[config.mk]
export PLATFORM = sky130hd
export DESIGN_NAME = ultrasonic_two_shot_ranger_flat
export DESIGN_NICKNAME = d
export VERILOG_FILES = /design/src/rtl/utsr_pkg.sv /design/src/rtl/utsr_ifs.sv /design/src/rtl/ultrasonic_two_shot_ranger.sv /design/src/rtl/utsr_core.sv /design/src/flat_wrapper.sv
export VERILOG_INCLUDE_DIRS = /design/src /design/src/rtl
export SDC_FILE = /design/constraint.sdc
export NUM_CORES = 1
export LEC_CHECK = 0
export BUFFER_PORTS_ARGS = -buffer_cell sky130_fd_sc_hd__buf_2
export CAP_MARGIN = 25
export CORE_ASPECT_RATIO = 1.2
export CORE_MARGIN = 2
export CORE_UTILIZATION = 50
export CTS_BUF_LIST = sky130_fd_sc_hd__clkbuf_8 sky130_fd_sc_hd__clkbuf_16
export DETAILED_ROUTE_END_ITERATION = 8
export GPL_TIMING_DRIVEN = 0
export PLACE_DENSITY = 0.75
export SYNTH_ARGS = -nofsm -noshare
export SYNTH_HDL_FRONTEND = slang
export SYNTH_SLANG_ARGS = --single-unit
export TNS_END_PERCENT = 20
[constraint.sdc]
create_clock -name clk -period 13 [get_ports clk]
set_clock_uncertainty 0.1 [all_clocks]
set_input_delay 1.95 -clock clk [delete_from_list [all_inputs] [get_ports clk]]
set_output_delay 1.95 -clock clk [all_outputs]
set_load 0.01 [all_outputs]
[src/rtl/ultrasonic_two_shot_ranger_assert.svh]
// ----------------------------------------------------------------------------
// Assertion macros for the ultrasonic two-shot ranger
// Concurrent property shorthands clocked on the rising edge, off during reset.
// ----------------------------------------------------------------------------
`ifndef ULTRASONIC_TWO_SHOT_RANGER_ASSERT_SVH
`define ULTRASONIC_TWO_SHOT_RANGER_ASSERT_SVH

// same-cycle implication
`define UTSR_ASSERT_SAME(lbl, clk, rstn, ante, cons, msg) \
    lbl: assert property (@(posedge clk) disable iff (!(rstn)) (ante) |-> (cons)) \
        else $error(msg);

// next-cycle implication
`define UTSR_ASSERT_NEXT(lbl, clk, rstn, ante, cons, msg) \
    lbl: assert property (@(posedge clk) disable iff (!(rstn)) (ante) |=> (cons)) \
        else $error(msg);

`endif

[src/rtl/utsr_pkg.sv]
// ----------------------------------------------------------------------------
// utsr_pkg
// Types and constants shared by the two-shot ranger modules and interfaces.
// ----------------------------------------------------------------------------
package utsr_pkg;

    localparam int CFG_INDEX_W = 2;
    localparam int CFG_DATA_W  = 16;

    localparam logic [7:0]  TRIGGER_TICKS_RST  = 8'd30;
    localparam logic [15:0] ECHO_TIMEOUT_RST   = 16'd5000;
    localparam logic [15:0] GAP_TICKS_RST      = 16'd2000;
    localparam logic [7:0]  TICKS_PER_UNIT_RST = 8'd120;

    typedef enum logic [CFG_INDEX_W-1:0] {
        REG_TRIGGER_TICKS  = 2'd0,
        REG_ECHO_TIMEOUT   = 2'd1,
        REG_GAP_TICKS      = 2'd2,
        REG_TICKS_PER_UNIT = 2'd3
    } cfg_reg_t;

    typedef enum logic [2:0] {
        PH_IDLE = 3'd0,
        PH_TRIG = 3'd1,
        PH_WAIT = 3'd2,
        PH_MEAS = 3'd3,
        PH_GAP  = 3'd4
    } phase_t;

    typedef struct packed {
        logic [7:0]  trigger_ticks;
        logic [15:0] echo_timeout;
        logic [15:0] gap_ticks;
        logic [7:0]  ticks_per_unit;
    } cfg_t;

    typedef struct packed {
        logic start_request;
        logic echo_level;
    } in_item_t;

    typedef struct packed {
        logic        trigger_level;
        logic        busy_res;
        logic        done_res;
        logic        no_object;
        logic [15:0] distance;
    } result_t;

endpackage

[src/rtl/utsr_ifs.sv]
// ----------------------------------------------------------------------------
// Channel interfaces
// Valid/ready channels for input items, result items and register writes.
// ----------------------------------------------------------------------------
interface utsr_in_if;
    logic valid;
    logic ready;
    logic start_request;
    logic echo_level;

    modport source (output valid, output start_request, output echo_level, input ready);
    modport sink   (input valid, input start_request, input echo_level, output ready);
endinterface

interface utsr_out_if;
    logic        valid;
    logic        ready;
    logic        trigger_level;
    logic        busy_res;
    logic        done_res;
    logic        no_object;
    logic [15:0] distance;

    modport source (output valid, output trigger_level, output busy_res, output done_res,
                    output no_object, output distance, input ready);
    modport sink   (input valid, input trigger_level, input busy_res, input done_res,
                    input no_object, input distance, output ready);
endinterface

interface utsr_cfg_if;
    logic                             valid;
    logic                             ready;
    logic [utsr_pkg::CFG_INDEX_W-1:0] index;
    logic [utsr_pkg::CFG_DATA_W-1:0]  data;

    modport source (output valid, output index, output data, input ready);
    modport sink   (input valid, input index, input data, output ready);
endinterface

[src/rtl/ultrasonic_two_shot_ranger.sv]
// ----------------------------------------------------------------------------
// ultrasonic_two_shot_ranger
// Two-shot ultrasonic echo ranging controller with registered result output.
// ----------------------------------------------------------------------------
// Each input item is one tick (start request plus sampled echo level) and
// yields exactly one result item. An item is taken every cycle as long as the
// result register is empty or being drained; its result appears in the next cycle
// from the output register, so throughput is one item per clock while the
// output is not stalled, set by that single result register.
`include "ultrasonic_two_shot_ranger_assert.svh"

module ultrasonic_two_shot_ranger (
    input logic        clk,
    input logic        rst_n,
    utsr_in_if.sink    in_ch,
    utsr_out_if.source out_ch,
    utsr_cfg_if.sink   cfg
);
    import utsr_pkg::*;

    cfg_t     cfg_reg;
    result_t  out_reg;
    logic     out_valid_reg;
    result_t  core_res;
    in_item_t item;
    logic     in_take;

    assign cfg.ready = 1'b1;

    always_ff @(posedge clk or negedge rst_n)
    begin
        if (!rst_n)
        begin
            cfg_reg.trigger_ticks  <= TRIGGER_TICKS_RST;
            cfg_reg.echo_timeout   <= ECHO_TIMEOUT_RST;
            cfg_reg.gap_ticks      <= GAP_TICKS_RST;
            cfg_reg.ticks_per_unit <= TICKS_PER_UNIT_RST;
        end
        else if (cfg.valid)
        begin
            case (cfg_reg_t'(cfg.index))
                REG_TRIGGER_TICKS:  cfg_reg.trigger_ticks  <= cfg.data[7:0];
                REG_ECHO_TIMEOUT:   cfg_reg.echo_timeout   <= cfg.data;
                REG_GAP_TICKS:      cfg_reg.gap_ticks      <= cfg.data;
                REG_TICKS_PER_UNIT: cfg_reg.ticks_per_unit <= cfg.data[7:0];
                default:            cfg_reg <= cfg_reg;
            endcase
        end
    end

    // take a new item whenever the result slot is free or leaving
    assign in_ch.ready = !out_valid_reg || out_ch.ready;
    assign in_take     = in_ch.valid && in_ch.ready;

    assign item.start_request = in_ch.start_request;
    assign item.echo_level    = in_ch.echo_level;

    utsr_core u_core (
        .clk   (clk),
        .rst_n (rst_n),
        .step  (in_take),
        .item  (item),
        .cfg   (cfg_reg),
        .res   (core_res)
    );

    always_ff @(posedge clk or negedge rst_n)
    begin
        if (!rst_n)
            out_valid_reg <= 1'b0;
        else if (in_take)
            out_valid_reg <= 1'b1;
        else if (out_ch.ready)
            out_valid_reg <= 1'b0;
    end

    always_ff @(posedge clk)
    begin
        if (in_take)
            out_reg <= core_res;
    end

    assign out_ch.valid         = out_valid_reg;
    assign out_ch.trigger_level = out_reg.trigger_level;
    assign out_ch.busy_res      = out_reg.busy_res;
    assign out_ch.done_res      = out_reg.done_res;
    assign out_ch.no_object     = out_reg.no_object;
    assign out_ch.distance      = out_reg.distance;

    `UTSR_ASSERT_NEXT(a_take_gives_result, clk, rst_n, in_ch.valid && in_ch.ready, out_ch.valid, "accepted item left no result")
    `UTSR_ASSERT_SAME(a_stall_blocks_input, clk, rst_n, out_ch.valid && !out_ch.ready, !in_ch.ready, "input taken while result stalled")
    `UTSR_ASSERT_SAME(a_done_while_busy, clk, rst_n, out_ch.valid && (out_ch.done_res || out_ch.trigger_level), out_ch.busy_res, "done or trigger outside a sequence")
    `UTSR_ASSERT_SAME(a_report_needs_done, clk, rst_n, out_ch.valid && (out_ch.no_object || out_ch.distance != 16'd0), out_ch.done_res && !(out_ch.no_object && out_ch.distance != 16'd0), "report fields without done")

endmodule

[src/rtl/utsr_core.sv]
// ----------------------------------------------------------------------------
// utsr_core
// Two-shot ranging sequencer: advances one tick per accepted item and forms
// that tick's result from the current state and echo sample.
// ----------------------------------------------------------------------------
module utsr_core (
    input  logic               clk,
    input  logic               rst_n,
    input  logic               step,
    input  utsr_pkg::in_item_t item,
    input  utsr_pkg::cfg_t     cfg,
    output utsr_pkg::result_t  res
);
    import utsr_pkg::*;

    phase_t      phase_reg, phase_next;
    logic        shot_reg, shot_next;
    logic [15:0] tick_reg, tick_next;
    logic [7:0]  sub_reg, sub_next;
    logic [15:0] unit_reg, unit_next;
    logic [15:0] first_dist_reg, first_dist_next;
    logic        first_miss_reg, first_miss_next;

    logic [15:0] tmo;
    logic [7:0]  tpu;
    logic [7:0]  trg;
    logic [16:0] tick_inc;
    logic [8:0]  sub_inc;
    logic        end_now;
    logic        end_miss;
    logic [15:0] shot_dist;

    always_ff @(posedge clk or negedge rst_n)
    begin
        if (!rst_n)
        begin
            phase_reg      <= PH_IDLE;
            shot_reg       <= 1'b0;
            tick_reg       <= '0;
            sub_reg        <= '0;
            unit_reg       <= '0;
            first_dist_reg <= '0;
            first_miss_reg <= 1'b0;
        end
        else if (step)
        begin
            phase_reg      <= phase_next;
            shot_reg       <= shot_next;
            tick_reg       <= tick_next;
            sub_reg        <= sub_next;
            unit_reg       <= unit_next;
            first_dist_reg <= first_dist_next;
            first_miss_reg <= first_miss_next;
        end
    end

    // zero timeout, unit and trigger settings behave as one
    assign tmo = (cfg.echo_timeout == '0) ? 16'd1 : cfg.echo_timeout;
    assign tpu = (cfg.ticks_per_unit == '0) ? 8'd1 : cfg.ticks_per_unit;
    assign trg = (cfg.trigger_ticks == '0) ? 8'd1 : cfg.trigger_ticks;

    assign tick_inc = {1'b0, tick_reg} + 17'd1;
    assign sub_inc  = {1'b0, sub_reg} + 9'd1;

    always_comb
    begin
        phase_next      = phase_reg;
        shot_next       = shot_reg;
        tick_next       = tick_reg;
        sub_next        = sub_reg;
        unit_next       = unit_reg;
        first_dist_next = first_dist_reg;
        first_miss_next = first_miss_reg;
        end_now         = 1'b0;
        end_miss        = 1'b0;

        res.trigger_level = (phase_reg == PH_TRIG);
        res.busy_res      = 1'b0;
        res.done_res      = 1'b0;
        res.no_object     = 1'b0;
        res.distance      = '0;

        case (phase_reg)
            PH_TRIG:
            begin
                res.busy_res = 1'b1;
                tick_next    = tick_inc[15:0];
                if (tick_inc >= {9'd0, trg})
                begin
                    tick_next  = '0;
                    sub_next   = '0;
                    unit_next  = '0;
                    phase_next = PH_WAIT;
                end
            end
            PH_WAIT:
            begin
                res.busy_res = 1'b1;
                if (item.echo_level)
                begin
                    tick_next  = '0;
                    sub_next   = '0;
                    unit_next  = '0;
                    phase_next = PH_MEAS;
                end
                else
                begin
                    tick_next = tick_inc[15:0];
                    if (tick_inc >= {1'b0, tmo})
                    begin
                        end_now  = 1'b1;
                        end_miss = 1'b1;
                    end
                end
            end
            PH_MEAS:
            begin
                res.busy_res = 1'b1;
                if (!item.echo_level)
                begin
                    end_now = 1'b1;
                end
                else
                begin
                    tick_next = tick_inc[15:0];
                    sub_next  = sub_inc[7:0];
                    if (sub_inc >= {1'b0, tpu})
                    begin
                        sub_next  = '0;
                        unit_next = unit_reg + 16'd1;
                    end
                    if (tick_inc >= {1'b0, tmo})
                    begin
                        end_now  = 1'b1;
                        end_miss = 1'b1;
                    end
                end
            end
            PH_GAP:
            begin
                res.busy_res = 1'b1;
                tick_next    = tick_inc[15:0];
                if (tick_inc >= {1'b0, cfg.gap_ticks})
                begin
                    tick_next  = '0;
                    sub_next   = '0;
                    unit_next  = '0;
                    phase_next = PH_TRIG;
                end
            end
            default:
            begin
                // idle, and any stray code behaves as idle
                phase_next = PH_IDLE;
                if (item.start_request)
                begin
                    shot_next       = 1'b0;
                    first_dist_next = '0;
                    first_miss_next = 1'b0;
                    tick_next       = '0;
                    sub_next        = '0;
                    unit_next       = '0;
                    phase_next      = PH_TRIG;
                end
            end
        endcase

        shot_dist = end_miss ? 16'd0 : unit_reg;

        if (end_now)
        begin
            tick_next = '0;
            sub_next  = '0;
            unit_next = '0;
            if (!shot_reg)
            begin
                first_miss_next = end_miss;
                first_dist_next = shot_dist;
                shot_next       = 1'b1;
                phase_next      = (cfg.gap_ticks == '0) ? PH_TRIG : PH_GAP;
            end
            else
            begin
                res.done_res = 1'b1;
                if (first_miss_reg && end_miss)
                    res.no_object = 1'b1;
                else if (first_miss_reg)
                    res.distance = shot_dist;
                else if (end_miss)
                    res.distance = first_dist_reg;
                else
                    res.distance = (first_dist_reg < shot_dist) ? first_dist_reg : shot_dist;
                shot_next  = 1'b0;
                phase_next = PH_IDLE;
            end
        end
    end

endmodule

[src/flat_wrapper.sv]
// flat-port wrapper written by rule: the top's interface ports become plain ports
module ultrasonic_two_shot_ranger_flat import utsr_pkg::*;
  (clk, rst_n, in_ch_valid, in_ch_start_request, in_ch_echo_level, in_ch_ready, out_ch_valid, out_ch_trigger_level, out_ch_busy_res, out_ch_done_res, out_ch_no_object, out_ch_distance, out_ch_ready, cfg_valid, cfg_index, cfg_data, cfg_ready);
  utsr_in_if in_ch_i ();
  utsr_out_if out_ch_i ();
  utsr_cfg_if cfg_i ();
  input logic clk;
  input logic rst_n;
  input wire logic [$bits(in_ch_i.valid)-1:0] in_ch_valid;
  input wire logic [$bits(in_ch_i.start_request)-1:0] in_ch_start_request;
  input wire logic [$bits(in_ch_i.echo_level)-1:0] in_ch_echo_level;
  output wire logic [$bits(in_ch_i.ready)-1:0] in_ch_ready;
  output wire logic [$bits(out_ch_i.valid)-1:0] out_ch_valid;
  output wire logic [$bits(out_ch_i.trigger_level)-1:0] out_ch_trigger_level;
  output wire logic [$bits(out_ch_i.busy_res)-1:0] out_ch_busy_res;
  output wire logic [$bits(out_ch_i.done_res)-1:0] out_ch_done_res;
  output wire logic [$bits(out_ch_i.no_object)-1:0] out_ch_no_object;
  output wire logic [$bits(out_ch_i.distance)-1:0] out_ch_distance;
  input wire logic [$bits(out_ch_i.ready)-1:0] out_ch_ready;
  input wire logic [$bits(cfg_i.valid)-1:0] cfg_valid;
  input wire logic [$bits(cfg_i.index)-1:0] cfg_index;
  input wire logic [$bits(cfg_i.data)-1:0] cfg_data;
  output wire logic [$bits(cfg_i.ready)-1:0] cfg_ready;
  assign in_ch_i.valid = in_ch_valid;
  assign in_ch_i.start_request = in_ch_start_request;
  assign in_ch_i.echo_level = in_ch_echo_level;
  assign in_ch_ready = in_ch_i.ready;
  assign out_ch_valid = out_ch_i.valid;
  assign out_ch_trigger_level = out_ch_i.trigger_level;
  assign out_ch_busy_res = out_ch_i.busy_res;
  assign out_ch_done_res = out_ch_i.done_res;
  assign out_ch_no_object = out_ch_i.no_object;
  assign out_ch_distance = out_ch_i.distance;
  assign out_ch_i.ready = out_ch_ready;
  assign cfg_i.valid = cfg_valid;
  assign cfg_i.index = cfg_index;
  assign cfg_i.data = cfg_data;
  assign cfg_ready = cfg_i.ready;
  ultrasonic_two_shot_ranger u_core (.clk(clk), .rst_n(rst_n), .in_ch(in_ch_i), .out_ch(out_ch_i), .cfg(cfg_i));
endmodule
Yosys cells after proc, flatten, opt, wreduce, memory -nomap -nowiden
Cells that the tools add are included.

operators by class
  add/sub/neg operators = 3
  $mul = 0
  divide/modulo/power cells = 0
  $lt $le $gt $ge = 5
  equal/unequal tests = 14
  shift operators = 0
  mux-type cells = 61
  bitwise gates (word level) = 2
  reductions and logical operators = 24

operators with widths
  cell                                                 count
  two-way mux 16 bit                                   22
  case mux 16 bit (4 select lines)                     2
  two-way mux 8 bit                                    9
  >= comparator 17 x 16 -> 1 bit                       2
  zero test 16 bit                                     2
  case mux 8 bit (4 select lines)                      1
  two-way mux 18 bit                                   1
  two-way mux 3 bit                                    6
  adder 16 x 1 -> 17 bit, second input constant        1
  >= comparator 17 x 8 -> 1 bit                        1
  two-way mux 1 bit                                    17
  adder 16 x 1 -> 16 bit, second input constant        1
  zero test 8 bit                                      2
  less-than comparator 16 bit                          1
  != test 3 bit, second input constant                 5
  case mux 3 bit (4 select lines)                      1
  AND reduction 2 bit                                  5
  adder 8 x 1 -> 9 bit, second input constant          1
  >= comparator 9 x 8 -> 1 bit                         1
  AND reduction 7 bit                                  1
  equality test 3 x 2 -> 1 bit, second input constant  2
  AND reduction 3 bit                                  2
  AND reduction 6 bit                                  1
  nonzero test 6 bit                                   1
  16 further kinds                                     21

storage, ports and cells
  register bits = 130
  bits in latches = 0
  bits in writable memories = 0
  ROM bits = 0
  bits of input ports = 25
  output and inout bits = 23
  logic and storage cells = 126
  memories = 0

Longest topological paths before layout
  word-level depth = 13
  mapped depth = 26
  mapped depth without buffers = 21

Hierarchy
From an unflattened synthesis, not the netlist that was laid out.

unflattened totals
  cells, all modules = 756
  area total of the unflattened synthesis = 7,862.5 um^2

modules (own cells, without submodules)
  module                      times used  cells each  area an instance (um^2)  seq. area each (um^2)
  utsr_core                   1           628         5,376.4                  1,526.5
  ultrasonic_two_shot_ranger  1           128         2,486.1                  1,850.5

Worst setup path before layout
OpenSTA, ideal clock, no wires.

  kind = flip-flop to flip-flop
  start = register u_core.u_core.tick_reg[0]
  end = register u_core.out_reg, in the netlist u_core.out_ch.distance[10] (data pin)
  library setup time = 0.132 ns
  arrival = 5.216 ns
  data required time = 12.768 ns
  slack = 7.552 ns
  cell stages (with the launch flop) = 26
  buffers on the path = 4
  clock period less this slack = 5.448 ns
  cells stage by stage = dfrtp_1 > ha_1 > and3_1 > buf_2 > nand3_1 > nor2_1 > xor2_1 > ha_1 > a21o_1 > a21o_1 > a211oi_1 > o211ai_1 > o211ai_1 > clkbuf_1 > clkbuf_1 > nand2_1 > ha_1 > a21o_1 > a21o_1 > a21oi_1 > o21ai_0 > a311oi_1 > o31ai_1 > a31oi_1 > clkbuf_1 > a22o_1

between the ends
  word-level cells in the longest chain between the ends = 10
  elaborated cells on any way between the ends = 16
  classes of those cells = 1 x add/sub; 2 x order compare; 10 x mux; 1 x bitwise; 2 x reduce/logical

RTL lines
  element                               line                                RTL
  start, declared                       utsr_core.sv:18                     logic [15:0] tick_reg, tick_next;
  start signal, assigned                utsr_core.sv:49                     tick_reg <= tick_next;
  adder 16 x 1 -> 17 bit *              utsr_core.sv:62                     assign tick_inc = {1'b0, tick_reg} + 17'd1;
  >= comparator 17 x 16 -> 1 bit *      utsr_core.sv:109, utsr_core.sv:132
  two-way mux 1 bit *                   utsr_core.sv:109, utsr_core.sv:132
  two-way mux 1 bit (on tied branches)  utsr_core.sv:119, utsr_core.sv:99
  case mux 1 bit (2 select lines)       utsr_core.sv:83                     case (phase_reg)
  two-way mux 16 bit                    utsr_core.sv:168                    shot_dist = end_miss ? 16'd0 : unit_reg;
  less-than comparator 16 bit           utsr_core.sv:192                    res.distance = (first_dist_reg < shot_dist) ? first_dist_reg : shot_dist;
  two-way mux 16 bit                    utsr_core.sv:192
  two-way mux 16 bit                    utsr_core.sv:189                    else if (end_miss)
  two-way mux 16 bit                    utsr_core.sv:187                    else if (first_miss_reg)
  end signal, assigned                  ultrasonic_two_shot_ranger.sv:80    out_reg <= core_res;
  end, declared                         ultrasonic_two_shot_ranger.sv:22    result_t out_reg;

Every way passes the cells marked *; elsewhere a longest branch is shown, timed or not.
A chain may end at the register's enable or synchronous reset.

Worst setup path after layout
  start = register u_core.u_core.tick_reg[0]
  end = register u_core.out_reg, in the netlist u_core.out_ch.distance[6] (data pin)

The elaborated chain is that of the path after synthesis.

==> flow_metrics.tcl <==
set metrics [dict create \
    via_per_inst 5.85 \
    dp.cells 1010 \
    synthTopCellsByArea "dfrtp_1 (30%), ha_1 (11%), edfxtp_1 (7.8%), dfstp_2 (6.5%), mux2_2 (6.3%)" \
    critical_path.cell_chain "ha_1 -> and3_1 -> buf_2 -> nand3_1 -> nor2_1 -> xor2_1 -> ha_1 -> a21o_1 -> a21o_1 -> a211oi_1 -> o211ai_1 -> o211ai_1 -> clkbuf_1 -> clkbuf_1 -> nand2_1 -> ha_1 -> a21o_1 -> a211oi_1 -> o21ai_0 -> a311oi_1 -> o31ai_1 -> a31oi_1 -> clkbuf_1 -> a22o_1" \
    cts_hold_buf 0 \
    largest_register_ff_count 48 \
    cts_tree "done" \
    yosysUniqueCellTypes 72 \
    ys_async_sr_fraction_pct 84.6 \
    final_util_pct 58.6 \
    hold_slack_ns 0.412 \
    drv_cap 0 \
    hold_path_class "reg2reg" \
    rsz0062_at_grt "false" \
    wl_per_cell_um 16.2 \
    hpwlAfterDp_mm 12.6 \
    overflow 0 \
    start_util_pct 51.3 \
    tns_ns 0 \
    critPathRequiredTime_ns 13.19 \
    slew_violations 0 \
    preCtsSetupSlack_ns 6.11 \
    yosys_most_used_dff "dfrtp_1" \
    p_leak_nw 4.01 \
    finalHoldViolations 0 \
    period_share_pct 53.9 \
    critical_path.max_stage_delay_ns 0.59 \
    cts_htree_levels 4 \
    critPathMaxFanout 10 \
    powerDensity_nw_per_um2 142 \
    syn2layout_area_growth_pct 14.2 \
    worst_pin_slew_ns 0.972 \
    r2r.worst_path.cells 24 \
    via_count 6093 \
    die_area_sq_um 16400 \
    finalSetupViolations 0 \
    hp-start "u_core.cfg_reg[1]" \
    crit_type "reg2reg" \
    grt_pass1_wl_mm 28.9 \
    syn_avg_cell_area_sq_um 10.2 \
    cts_root_buffer "clkbuf_16" \
    clk_pin_slew_ns 0.06 \
    drtIter0Drc 473 \
    final_cell_mix "dfrtp_1 (91), nand2_1 (68), ha_1 (66)" \
    yosysTopAreaCell "dfrtp_1" \
    clockBufferDepth 2 \
    layout_setup_ws_ns 6.00 \
    yosysWarnings 0 \
    syn_inst 758 \
    worst_setup_path_end_kind "flip-flop" \
    cts_buffers 17 \
    critPathLaunchType "flip-flop" \
    worstReg2RegStart "u_core.u_core.tick_reg[0]" \
    crit_arrival_ns 7.19 \
    fin_area_sq_um 8800 \
    reg2reg_to "u_core.out_ch.distance[6]" \
    netlist_area_sq_um 7700 \
    max_freq_ghz 0.143 \
    startpoint "u_core.u_core.tick_reg[0]" \
    synth_edf_count 20 \
    antenna_found_initial 0 \
    post_cts_buffers 0 \
    die_x_um 117 \
    antenna_left 0 \
    clock_latency_ns 0.43 \
    ctsResizeCount 0 \
    io_buffers 46 \
    dieHeight_um 140 \
    critPathSlowestCell "a31oi_1" \
    drive_gt1_share_pct 19.3 \
    period_minus_slack_ns 7.00 \
    diodes 0 \
    hold_end "u_core.cfg_reg[1]" \
    synth_nets 849 \
    final_cells 1042 \
    synth.top_cell.area_share_pct 29.6 \
    gp_congestion 0.864 \
    holdPathStages 1 \
    rows 49 \
    drt_first_pass_iters 4 \
    gr-usage-all-layers_pct 22.3 \
    total_power_mw 1.25 \
    wirelength_mm 16.9 \
    cts_sinks 130 \
    synth_sequential_area_ratio_pct 43.9 \
    max-vdd-ir-drop_v 0.000120 \
    reg2reg_slack_ns 6.00 \
    ys_seq_elements 130 \
    coreArea_sq_um 15000 \
    pin_count 48 \
    outcome "complete, no violations" \
    first_global_vias 5972 \
    slew_headroom_pct 34.7 \
    place_area_sq_um 8240 \
    fin_nets 916 \
    drc 0 \
    grt_max_degree 69 \
    layout_commonest_cell "dfrtp_1" \
]
## layout make-up
class	count	area (sq um)
multi-input combinational	542	3970
buffer	28	134
fill	1260	6220
tap	204	255
timing repair buffer	48	288
sequential	130	3380
clock buffer	19	464
clock inverter	13	90.1
inverter	58	218
## worst max-delay path by stage
| stage | end | slack, ns | cells past startpoint |
|---|---|---|---|
| 2_1_floorplan | u_core.out_ch.distance[10] | 7.55 | 25 |
| 3_3_place_gp | u_core.out_ch.distance[7] | 6.17 | 25 |
| 3_5_place_dp | u_core.out_ch.distance[10] | 6.11 | 24 |
| 4_1_cts | u_core.out_ch.distance[10] | 6.05 | 24 |
| 5_1_grt | u_core.out_ch.distance[7] | 5.52 | 25 |
| 6_report | u_core.out_ch.distance[6] | 6.00 | 24 |
## critical path: cells and delay by family, from the launching register on
kind | cells | cell delay (ns)
AO/OA/AOI/OAI | 12 | 2.81
buffers and inverters | 4 | 1.48
adder cells (fa/ha/maj) | 3 | 0.88
AND/OR/NAND/NOR | 4 | 0.70
flip-flops | 1 | 0.56
XOR/XNOR | 1 | 0.30
## metal layers
metal / part of all wire, % / global-route usage [%]
met5: 0 / 0
met1: 44 / 30.4
met2: 48 / 34.3
met4: 2.8 / 9.66
met3: 4.5 / 4.41
## cell usage after synthesis (all sizes together), types with 18 or more instances
cell,count
dfrtp,91
nand2,68
ha,66
inv,58
o21ai,58
mux2,43
nand3,38
a21oi,31
a22o,26
nand4,23
edfxtp,20
clkbuf,19
dfstp,19
nor4,18
## power breakdown
part           leakage [nW]  switching (mW)  internal [mW]
Clock                 0.271           0.181          0.259
Combinational          2.14           0.178          0.119
Sequential             1.60          0.0428          0.469
## logic make-up after synthesis
| family | Yosys count | synth area share [%] |
|---|---|---|
| fa+ha+maj | 67 | 10.9 |
| mux | 45 | 6.55 |
| flops | 130 | 43.9 |
| buf+inv | 86 | 4.57 |
| other cells | 1 | 0.0487 |
| compound gates | 178 | 15.4 |
| xor+xnor | 18 | 2.14 |
| simple gates | 233 | 16.6 |
(Power assumes the default switching activity.)
